$ cat config.mk
export PLATFORM = sky130hd
export DESIGN_NAME = epoch_ms_to_utc_calendar
export DESIGN_NICKNAME = d
export VERILOG_FILES = /design/src/design/eutc_pkg.sv /design/src/design/eutc_cdiv.sv /design/src/design/epoch_ms_to_utc_calendar.sv
export SDC_FILE = /design/constraint.sdc
export NUM_CORES = 2
export LEC_CHECK = 0
export BUFFER_PORTS_ARGS = -buffer_cell sky130_fd_sc_hd__buf_2
export CAP_MARGIN = 20
export CORE_ASPECT_RATIO = 0.5
export CORE_MARGIN = 5
export CORE_UTILIZATION = 45
export DETAILED_ROUTE_END_ITERATION = 7
export MAX_ROUTING_LAYER = met4
export PLACE_DENSITY = 0.61
export SYNTH_ARGS = -nofsm -noshare
export SYNTH_HDL_FRONTEND = slang
export SYNTH_SLANG_ARGS = --single-unit
$ cat constraint.sdc
create_clock -name clk -period 171 [get_ports clk]
set_input_delay 51.3 -clock clk [delete_from_list [all_inputs] [get_ports clk]]
set_output_delay 51.3 -clock clk [all_outputs]
set_load 0.1 [all_outputs]
$ cat src/design/eutc_pkg.sv
// eutc_pkg: payload types and fixed constants of the epoch to utc calendar block
// no dependencies; used by epoch_ms_to_utc_calendar
`default_nettype none

package eutc_pkg;

  typedef struct packed {
    logic signed [53:0] time_ms;
    logic               time_invalid;
  } time_in_t;

  typedef struct packed {
    logic               valid_res;
    logic signed [19:0] year_num;
    logic [3:0]         month_idx;
    logic [4:0]         day_of_month;
    logic [2:0]         weekday_idx;
    logic [4:0]         hour_num;
    logic [5:0]         minute_num;
    logic [5:0]         second_num;
    logic [9:0]         milli_num;
  } cal_out_t;

  typedef struct packed {
    logic [4:0] hour;
    logic [5:0] minute;
    logic [5:0] second;
    logic [9:0] milli;
  } tod_t;

  // day bias: whole 400-year eras, also a multiple of 7, keeps all day counts positive
  localparam logic [54:0] T_BIAS   = 55'd9012665491200000;
  localparam logic [27:0] Z_SHIFT  = 28'd719468;
  localparam logic [11:0] ERA_BIAS = 12'd714;

  // ms per day is 1024 * D_DAY_HI
  localparam longint unsigned D_DAY_HI = 84375;
  localparam longint unsigned D_MS     = 125;
  localparam longint unsigned D_SIXTY  = 60;
  localparam longint unsigned D_ERA    = 146097;
  localparam longint unsigned D_QUAD   = 1460;
  localparam longint unsigned D_WEEK   = 7;
  localparam longint unsigned D_YEAR   = 365;
  localparam longint unsigned D_MONTH  = 153;

endpackage

`default_nettype wire

$ cat src/design/eutc_cdiv.sv
// eutc_cdiv: three-stage pipelined divider by a constant with a sideband bus
// reciprocal multiply, back multiply and subtract, one-step correction; no dependencies
`default_nettype none

module eutc_cdiv #(
  parameter int              XW = 32,
  parameter longint unsigned D  = 3,
  parameter int              QW = 31,
  parameter int              RW = 2,
  parameter int              SW = 1
) (
  input  logic          clk,
  input  logic          en,
  input  logic [XW-1:0] x,
  input  logic [SW-1:0] side_in,
  output logic [QW-1:0] q,
  output logic [RW-1:0] r,
  output logic [SW-1:0] side_out
);

  localparam longint unsigned MUL = (64'd1 << XW) / D;
  localparam int MW = $clog2(MUL + 1);
  localparam int PW = XW + MW;
  localparam logic [MW-1:0] MULV = MW'(MUL);
  localparam logic [RW:0]   DV   = (RW+1)'(D);

  logic [XW-1:0] x1;
  logic [PW-1:0] p1;
  logic [SW-1:0] s1;
  logic [QW-1:0] q2;
  logic [RW:0]   rr2;
  logic [SW-1:0] s2;

  logic [PW-1:0] p_next;
  logic [QW-1:0] qe;
  logic [XW-1:0] qd;
  logic [RW:0]   rr_next;

  assign p_next  = PW'(x) * PW'(MULV);
  assign qe      = QW'(p1[PW-1:XW]);
  assign qd      = XW'(qe) * XW'(D);
  assign rr_next = (RW+1)'(x1 - qd);

  always_ff @(posedge clk) begin
    if (en) begin
      x1  <= x;
      p1  <= p_next;
      s1  <= side_in;
      q2  <= qe;
      rr2 <= rr_next;
      s2  <= s1;
      side_out <= s2;
      if (rr2 >= DV) begin
        q <= q2 + QW'(1);
        r <= RW'(rr2 - DV);
      end else begin
        q <= q2;
        r <= RW'(rr2);
      end
    end
  end

endmodule

`default_nettype wire

$ cat src/design/epoch_ms_to_utc_calendar.sv
// Breaks a signed millisecond timestamp into the utc gregorian date and time of day.
// A transfer on the time channel reaches the calendar channel through a 24-register
// pipeline, and one timestamp is taken every cycle unless the pipeline holds: it is
// built from three-stage constant dividers (a two-part day split, then ms, seconds,
// minutes in one branch; era, four-year count, weekday, year, month in the other). The
// whole pipeline holds while a result waits on cal_ready, so nothing is lost or repeated.
// An invalid timestamp comes out with valid_res low and every other field zero.
// Uses eutc_pkg and eutc_cdiv.
`default_nettype none

module epoch_ms_to_utc_calendar (
  input  logic               clk,
  input  logic               rst,
  input  logic               time_valid,
  output logic               time_ready,
  input  eutc_pkg::time_in_t time_item,
  output logic               cal_valid,
  input  logic               cal_ready,
  output eutc_pkg::cal_out_t cal_item
);

  localparam int NST = 24;

  logic           adv;
  logic [NST-1:0] vld;

  assign adv        = !vld[NST-1] || cal_ready;
  assign time_ready = adv;
  assign cal_valid  = vld[NST-1];

  always_ff @(posedge clk) begin
    if (rst) begin
      vld <= '0;
    end else if (adv) begin
      vld <= {vld[NST-2:0], time_valid};
    end
  end

  // input register and bias
  eutc_pkg::time_in_t s1;
  logic [54:0]        u2;
  logic               inv2;

  always_ff @(posedge clk) begin
    if (adv) begin
      s1   <= time_item;
      u2   <= {s1.time_ms[53], s1.time_ms} + eutc_pkg::T_BIAS;
      inv2 <= s1.time_invalid;
    end
  end

  // day split: upper part then lower part of (u / 1024) / 84375
  logic [13:0] q1;
  logic [16:0] r1;
  logic [25:0] sd1;

  eutc_cdiv #(.XW(30), .D(eutc_pkg::D_DAY_HI), .QW(14), .RW(17), .SW(26)) u_div_dhi (
    .clk(clk), .en(adv), .x(u2[54:25]), .side_in({inv2, u2[24:0]}),
    .q(q1), .r(r1), .side_out(sd1)
  );

  logic [14:0] q2;
  logic [16:0] r2;
  logic [24:0] sd2;

  eutc_cdiv #(.XW(32), .D(eutc_pkg::D_DAY_HI), .QW(15), .RW(17), .SW(25)) u_div_dlo (
    .clk(clk), .en(adv), .x({r1, sd1[24:10]}), .side_in({sd1[25], q1, sd1[9:0]}),
    .q(q2), .r(r2), .side_out(sd2)
  );

  logic [27:0] dp;
  logic [9:0]  lo;

  assign dp = 28'({sd2[23:10], q2});
  assign lo = sd2[9:0];

  // time of day branch
  logic [16:0] sod;
  logic [6:0]  rms;
  logic [2:0]  sdm;

  eutc_cdiv #(.XW(24), .D(eutc_pkg::D_MS), .QW(17), .RW(7), .SW(3)) u_div_ms (
    .clk(clk), .en(adv), .x({r2, lo[9:3]}), .side_in(lo[2:0]),
    .q(sod), .r(rms), .side_out(sdm)
  );

  logic [10:0] mod;
  logic [5:0]  rsec;
  logic [9:0]  sds;

  eutc_cdiv #(.XW(17), .D(eutc_pkg::D_SIXTY), .QW(11), .RW(6), .SW(10)) u_div_sec (
    .clk(clk), .en(adv), .x(sod), .side_in({rms, sdm}),
    .q(mod), .r(rsec), .side_out(sds)
  );

  logic [4:0]  hod;
  logic [5:0]  rmin;
  logic [15:0] sdn;

  eutc_cdiv #(.XW(11), .D(eutc_pkg::D_SIXTY), .QW(5), .RW(6), .SW(16)) u_div_min (
    .clk(clk), .en(adv), .x(mod), .side_in({sds, rsec}),
    .q(hod), .r(rmin), .side_out(sdn)
  );

  eutc_pkg::tod_t tod_dly [6];

  always_ff @(posedge clk) begin
    if (adv) begin
      tod_dly[0] <= '{hour: hod, minute: rmin, second: sdn[5:0], milli: sdn[15:6]};
      for (int i = 1; i < 6; i++) begin
        tod_dly[i] <= tod_dly[i-1];
      end
    end
  end

  // date branch
  logic [27:0] z9;
  logic        inv9;

  always_ff @(posedge clk) begin
    if (adv) begin
      z9   <= dp + eutc_pkg::Z_SHIFT;
      inv9 <= sd2[24];
    end
  end

  logic [10:0] era;
  logic [17:0] doe;
  logic        sde;

  eutc_cdiv #(.XW(28), .D(eutc_pkg::D_ERA), .QW(11), .RW(18), .SW(1)) u_div_era (
    .clk(clk), .en(adv), .x(z9), .side_in(inv9),
    .q(era), .r(doe), .side_out(sde)
  );

  logic [6:0]  qa;
  logic [11:0] sda;

  eutc_cdiv #(.XW(18), .D(eutc_pkg::D_QUAD), .QW(7), .RW(11), .SW(12)) u_div_quad (
    .clk(clk), .en(adv), .x(doe), .side_in({sde, era}),
    .q(qa), .r(), .side_out(sda)
  );

  logic [2:0]  r7;
  logic [17:0] sdw;

  eutc_cdiv #(.XW(18), .D(eutc_pkg::D_WEEK), .QW(16), .RW(3), .SW(18)) u_div_week (
    .clk(clk), .en(adv), .x(doe), .side_in(doe),
    .q(), .r(r7), .side_out(sdw)
  );

  // century corrections of the era day
  logic [2:0]  cent;
  logic        last_day;
  logic [17:0] num16;
  logic [2:0]  wd16;
  logic [17:0] doe16;
  logic [10:0] era16;
  logic        inv16;

  assign cent = 3'(sdw >= 18'd36524) + 3'(sdw >= 18'd73048) + 3'(sdw >= 18'd109572)
              + 3'(sdw >= 18'd146096);
  assign last_day = (sdw == 18'd146096);

  always_ff @(posedge clk) begin
    if (adv) begin
      num16 <= sdw - 18'(qa) + 18'(cent) - 18'(last_day);
      wd16  <= (r7 >= 3'd4) ? r7 - 3'd4 : r7 + 3'd3;
      doe16 <= sdw;
      era16 <= sda[10:0];
      inv16 <= sda[11];
    end
  end

  logic [8:0]  yoe;
  logic [32:0] sdy;

  eutc_cdiv #(.XW(18), .D(eutc_pkg::D_YEAR), .QW(9), .RW(9), .SW(33)) u_div_year (
    .clk(clk), .en(adv), .x(num16), .side_in({inv16, era16, wd16, doe16}),
    .q(yoe), .r(), .side_out(sdy)
  );

  logic [1:0]  y100;
  logic [8:0]  doy20;
  logic [8:0]  yoe20;
  logic [10:0] era20;
  logic [2:0]  wd20;
  logic        inv20;

  assign y100 = 2'(yoe >= 9'd100) + 2'(yoe >= 9'd200) + 2'(yoe >= 9'd300);

  always_ff @(posedge clk) begin
    if (adv) begin
      doy20 <= 9'(sdy[17:0] - 18'(yoe) * 18'd365 - 18'(yoe[8:2]) + 18'(y100));
      yoe20 <= yoe;
      wd20  <= sdy[20:18];
      era20 <= sdy[31:21];
      inv20 <= sdy[32];
    end
  end

  logic [10:0] x153;
  logic [3:0]  mp;
  logic [7:0]  rd;
  logic [23:0] sdd;

  assign x153 = 11'(doy20) * 11'd5 + 11'd2;

  eutc_cdiv #(.XW(11), .D(eutc_pkg::D_MONTH), .QW(4), .RW(8), .SW(24)) u_div_month (
    .clk(clk), .en(adv), .x(x153), .side_in({inv20, wd20, era20, yoe20}),
    .q(mp), .r(rd), .side_out(sdd)
  );

  // final assembly
  logic [15:0]        p205;
  logic [4:0]         day_w;
  logic [3:0]         month_w;
  logic               jan_feb;
  logic signed [11:0] era_s;
  logic signed [19:0] era_w;
  logic signed [19:0] year_w;
  logic               inv_f;
  eutc_pkg::cal_out_t res_next;

  assign p205    = 16'(rd) * 16'd205;
  assign day_w   = 5'(p205[15:10]) + 5'd1;
  assign month_w = (mp < 4'd10) ? mp + 4'd2 : mp - 4'd10;
  assign jan_feb = (month_w <= 4'd1);
  assign era_s   = $signed({1'b0, sdd[19:9]}) - $signed(eutc_pkg::ERA_BIAS);
  assign era_w   = {{8{era_s[11]}}, era_s};
  assign year_w  = era_w * 20'sd400 + $signed({11'b0, sdd[8:0]})
                 + $signed({19'b0, jan_feb});
  assign inv_f   = sdd[23];

  always_comb begin
    if (inv_f) begin
      res_next = '0;
    end else begin
      res_next.valid_res    = 1'b1;
      res_next.year_num     = year_w;
      res_next.month_idx    = month_w;
      res_next.day_of_month = day_w;
      res_next.weekday_idx  = sdd[22:20];
      res_next.hour_num     = tod_dly[5].hour;
      res_next.minute_num   = tod_dly[5].minute;
      res_next.second_num   = tod_dly[5].second;
      res_next.milli_num    = tod_dly[5].milli;
    end
  end

  always_ff @(posedge clk) begin
    if (adv) begin
      cal_item <= res_next;
    end
  end

endmodule

`default_nettype wire
## Yosys cells after proc, flatten, opt, wreduce, memory -nomap -nowiden

Memories as Yosys holds them, arrays and structs flattened.
Index checks and enable logic that the tools add are counted.

- Memories: 1
- Memory bits (writable): 162
- Bits of input ports: 59
- Flip-flop bits (word level): 1599

Memories:

| memory | depth | bits a word | read ports | clocked after Yosys merged registers in | wr ports | RTL line | RTL |
|---|---|---|---|---|---|---|---|
| tod_dly | 6 | 27 | 6 | 0 | 6 | epoch_ms_to_utc_calendar.sv:105 | `eutc_pkg::tod_t tod_dly [6];` |

- Reductions and logical operators: 2
- Add/subtract/negate cells: 49
- Multiply operators: 24
- Muxes and demuxes: 22
- Order comparisons: 20
- Equality and inequality tests: 1

Operators by type and width:

| kind | count |
|---|---|
| 18-bit by 17-bit greater-or-equal comparator with 1-bit output, second input constant | 4 |
| 60-bit two-way mux | 1 |
| 55-bit by 54-bit adder with 55-bit output, second input constant | 1 |
| 17-bit two-way mux | 3 |
| 32-bit by 16-bit multiplier with 47-bit output, second input constant | 1 |
| 30-bit by 14-bit multiplier with 44-bit output, second input constant | 1 |
| 24-bit by 18-bit multiplier with 41-bit output, second input constant | 1 |
| 28-bit by 11-bit multiplier with 39-bit output, second input constant | 1 |
| 18-bit subtractor | 2 |
| 18-bit by 16-bit multiplier with 34-bit output, second input constant | 1 |
| 17-bit subtractor, second input constant | 2 |
| 28-bit by 20-bit adder with 28-bit output, second input constant | 1 |
| 18-bit by 9-bit multiplier with 26-bit output, second input constant | 1 |
| 17-bit by 9-bit multiplier with 25-bit output, second input constant | 1 |
| 18-bit by 8-bit multiplier with 25-bit output, second input constant | 1 |
| 11-bit by 1-bit adder with 11-bit output, second input constant | 2 |
| 11-bit two-way mux | 2 |
| 20-bit by 10-bit adder with 20-bit output | 1 |
| 20-bit by 2-bit adder with 20-bit output | 1 |
| 19-bit by 18-bit greater-or-equal comparator with 1-bit output, second input constant | 1 |
| 11-bit by 18-bit multiplier with 19-bit output, second input constant | 1 |
| 19-bit subtractor | 1 |
| 18-bit by 3-bit adder with 18-bit output | 1 |
| 18-bit equality test, second input constant | 1 |
| other kinds (72) | 85 |

## Logic depth before layout (Yosys ltp)

- Word-level depth: 6
- Depth in mapped cells: 23
- Mapped depth without buffers: 23

## Cells and area by module

A second synthesis with hierarchy kept.

- Cell total of the unflattened synthesis: 8968
- Area, all modules: 114243.3 um^2

Modules (own cells, without submodules):

| module | seq. area each (um^2) | area an instance (um^2) | cells an instance | instances |
|---|---|---|---|---|
| epoch_ms_to_utc_calendar | 13873.3 | 22371.5 | 1592 | 1 |
| eutc_cdiv (u_div_dlo) | 5195.0 | 18624.1 | 1559 | 1 |
| eutc_cdiv (u_div_dhi) | 5195.0 | 16563.4 | 1406 | 1 |
| eutc_cdiv (u_div_era) | 2762.6 | 12037.8 | 1094 | 1 |
| eutc_cdiv (u_div_year) | 4654.5 | 9052.4 | 618 | 1 |
| eutc_cdiv (u_div_ms) | 2492.4 | 8719.6 | 784 | 1 |
| eutc_cdiv (u_div_week) | 3393.3 | 7455.9 | 571 | 1 |
| eutc_cdiv (u_div_quad) | 2762.6 | 6702.7 | 546 | 1 |
| eutc_cdiv (u_div_month) | 3303.2 | 5029.8 | 329 | 1 |
| eutc_cdiv (u_div_sec) | 2492.4 | 4365.4 | 292 | 1 |
| eutc_cdiv (u_div_min) | 2492.4 | 3320.7 | 177 | 1 |

## Worst setup path before layout

No wires, ideal clock.

- Path kind: input-to-output
- From: input port cal_ready
- To: output port time_ready
- Path slack: 27.498 ns
- Arrival: 92.202 ns
- Data required time: 119.700 ns
- Stages on the path: 4
- Cell sequence: nor2b_1 > clkbuf_1 > inv_1 > buf_1

- Cells in the longest elaborated chain, start to end: 1

Ends and longest elaborated chain:

| what | RTL line | RTL |
|---|---|---|
| start: declaration | epoch_ms_to_utc_calendar.sv:18 | `input logic cal_ready,` |
| 1-bit logical OR | epoch_ms_to_utc_calendar.sv:27 | `assign adv = !vld[NST-1] \|\| cal_ready;` |
| end: declaration | epoch_ms_to_utc_calendar.sv:15 | `output logic time_ready,` |

No other way between the ends.

## Worst setup path in the final report

Same ends and word-level chain as after synthesis.

==> PnR_summary.wiki <==
{| class="wikitable"
! Metric !! Value
|-
| Resize count post-CTS || 0
|-
| Average wire per standard cell || 14.4 um
|-
| Number of max-cap violations || 0
|-
| Filler instances || 20600
|-
| First-pass GRT wire length || 295 mm
|-
| Period minus WS final || 103.81 ns
|-
| Layout Area Growth over Synthesis || 9.01%
|-
| Die Area || 248000 um2
|-
| Detail Placement HPWL || 133 mm
|-
| Clock insertion delay at the later pin of the skew report || 0.83 ns
|-
| RSZ-0062 raised after global routing || false
|-
| Number of global-route vias before repair || 59900
|-
| Cell taking the most area after synthesis || sky130_fd_sc_hd__edfxtp_1
|-
| Length of the first detailed-routing pass in iterations || 7
|-
| Share of the clock period used by the worst path after layout || 60.7%
|-
| Layout cells sized above 1 || 4.97%
|-
| First-iteration detailed-routing DRC count || 2605
|-
| Endpoint class of the critical path || output port
|-
| Largest net degree at the start of global routing || 182
|-
| Most common cell after layout, fill and taps aside || sky130_fd_sc_hd__inv_1
|-
| Post-synth ARST share || 0%
|-
| Post-route ant nets || 0
|-
| Met2 wire length || 82.4 mm
|-
| Post-synth EDFFs || 1480
|-
| Detailed-routing wirelength on met1 || 80.1 mm
|-
| Core region area || 236000 um2
|-
| Maximum clock skew at final layout || 0.0723 ns
|-
| Run status || completed
|-
| Inserted Clock Buffers || 155
|-
| DRT Wirelength || 171 mm
|-
| Number of synthesis warnings || 0
|-
| # Post-CTS Setup Buffers || 0
|-
| Post-Synthesis Cell Area || 107000 um2
|-
| FF+latch count, synth || 1504
|-
| Most common cell on crit path || sky130_fd_sc_hd__buf_2
|-
| Arrival time of the worst setup path || 52.51 ns
|-
| Data required time of the worst path || 119.70 ns
|-
| Seq/Total Area, Yosys || 42.1%
|-
| Pin slew with the least headroom to its limit || 1.06 ns
|-
| Detailed-route vias per instance || 4.73
|-
| Slew margin rel. || 29.3%
|-
| Routed wl met3 || 5.07 mm
|-
| Final hold violations || 0
|-
| Crit-path slowest cell || sky130_fd_sc_hd__buf_2
|-
| Post-synth net total || 11000
|-
| Chip height || 354 um
|-
| Final routed DRC violation total || 0
|-
| Via Count || 56200
|-
| Number of different library cells in the post-synthesis netlist || 78
|-
| Worst-path maximum fanout || 29
|-
| Final weighted congestion in routability-driven placement || 0.871
|-
| Number of buffers on the longest clock path || 4
|-
| Sum Neg Setup Slack || 0 ns
|-
| Kind of launch point of the worst setup path || input pin
|-
| GRT Residual Overflow || 0
|-
| Ports || 121
|-
| Antenna violations before repair || 1
|-
| Fraction of post-synthesis cell area in the top cell type by area || 41.6%
|-
| H-tree level count || 4
|-
| Overall track demand over capacity in global routing || 14.8%
|-
| F_max || 0.00963 GHz
|-
| Rows || 126
|-
| Count of hold-fix buffers inserted at cts || 0
|-
| Start-to-end type of the worst setup path || in -> out
|-
| Port Buf Inserts || 120
|-
| Highest Signal Layer || met4
|-
| Effective utilization at floorplan || 45.2%
|-
| Chain of cells forming the critical path || buf_2 -> nor2b_1 -> buf_4 -> inv_8 -> buf_2
|-
| Width of the die || 699 um
|-
| Leading post-synthesis cells by cell area || sky130_fd_sc_hd__edfxtp_1, sky130_fd_sc_hd__fa_1, sky130_fd_sc_hd__ha_1
|-
| Hold Path Cell Cnt || 0
|-
| Clock Tree Root || sky130_fd_sc_hd__clkbuf_16
|-
| R2R cell count || 20
|-
| Total number of clock tree sinks || 1504
|-
| TritonCTS clock tree || yes
|-
| Stage delay of the slowest cell on the critical path || 0.51 ns
|-
| Clock-pin slew on the worst setup and hold paths || 0.06 ns
|-
| Synthesized area divided by synthesized cell count || 12.8 um2
|-
| Top FF cell, synth || sky130_fd_sc_hd__edfxtp_1
|-
| # setup viols final || 0
|-
| Top library cells by usage in the layout, fill and taps aside || sky130_fd_sc_hd__inv_1, sky130_fd_sc_hd__ha_1, sky130_fd_sc_hd__edfxtp_1
|-
| Final number of max-transition violations || 0
|-
| Syn Inst Count || 8361
|-
| Layout Nets || 11300
|-
| HP Class || reg -> reg
|}
-- synthesized netlist by cell type (45+ instances only) --
library cell	count
sky130_fd_sc_hd__xor2_1	187
sky130_fd_sc_hd__a21o_1	91
sky130_fd_sc_hd__inv_1	2007
sky130_fd_sc_hd__a21oi_1	238
sky130_fd_sc_hd__xnor2_1	409
sky130_fd_sc_hd__o21ai_0	127
sky130_fd_sc_hd__ha_1	1587
sky130_fd_sc_hd__nand3_1	86
sky130_fd_sc_hd__nor3_1	73
sky130_fd_sc_hd__nand4_1	48
sky130_fd_sc_hd__nor2_1	216
sky130_fd_sc_hd__fa_1	997
sky130_fd_sc_hd__and3_1	45
sky130_fd_sc_hd__nor2b_1	61
sky130_fd_sc_hd__nand2_1	271
sky130_fd_sc_hd__edfxtp_1	1480
-- flip-flops by register name, indices dropped and copies added (netlist names), 26 cells and up --
register	flops
cal_item	60
u2	55
u_div_dhi.side_out	26
u_div_dhi.s1	26
tod_dly	162
s1	55
u_div_dhi.s2	26
z9	28
-- metal layers --
metal  global-route usage, %  vias to the layer above
met2                    24.5                      486
li1                        -                    28300
met5                       -                        -
met1                    19.3                    27200
met3                    2.21                      236
met4                    3.15                        0
-- kinds of logic (layout without fill, tap and decap cells) --
kind of cell	after synthesis	count (layout)	share of synthesized area, %
flip-flops	1504	1504	42.1
adder cells (fa/ha/maj)	2584	2584	37.3
XOR/XNOR	597	597	4.91
buffers and inverters	2028	2420	7.13
AO/OA/AOI/OAI	712	712	4.28
AND/OR/NAND/NOR	924	924	4.18
other	0	1	0
multiplexers	12	12	0.121
-- worst paths after layout --
| path | end | from | slack (ns) |
|---|---|---|---|
| max | time_ready | cal_ready | 67.19 |
| min | u_div_quad.s1[7] | u_div_era.q[7] | 0.35 |
| max reg2reg | u_div_dlo.p1[41] | u_div_dhi.side_out[19] | 164.28 |
| min reg2reg | u_div_quad.s1[7] | u_div_era.q[7] | 0.35 |
-- critical path: cells and delay by family --
family                 cells  cell delay, ns
buffers and inverters      4            1.03
and+or+nand+nor            1            0.03
-- per-stage QoR --
| stage | util, % | setup slack (ns) | hold WS [ns] | instances | instance area, um2 |
|---|---|---|---|---|---|
| final | 49.3 | 67.19 | 0.348 | 11900 | 116000 |
| after global routing | 49.3 | 67.16 | 0.351 | 11900 | 116000 |
| after CTS | 49.3 | 67.19 | 0.335 | 11900 | 116000 |
| after detailed placement | 47.2 | 67.20 | 0.405 | 11600 | 111000 |
| after global placement | 47.2 | 67.18 | 0.401 | 11600 | 111000 |
| after floorplan | - | 27.50 | 0.400 | 8361 | 107000 |
-- area by class of cell --
type,count,area [um2],area share (%)
sequential,1504,44900,38.6
tap,3136,3920,3.37
multi-input combinational,4829,54200,46.6
inverter,2007,7540,6.48
clock inverter,86,878,0.755
clock buffer,182,4090,3.51
antenna,1,2.50,0.00215
timing repair buffer,145,801,0.688
Power is not shown: default switching activity piles up to over one toggle a cycle in this logic, so the estimate is an artifact.
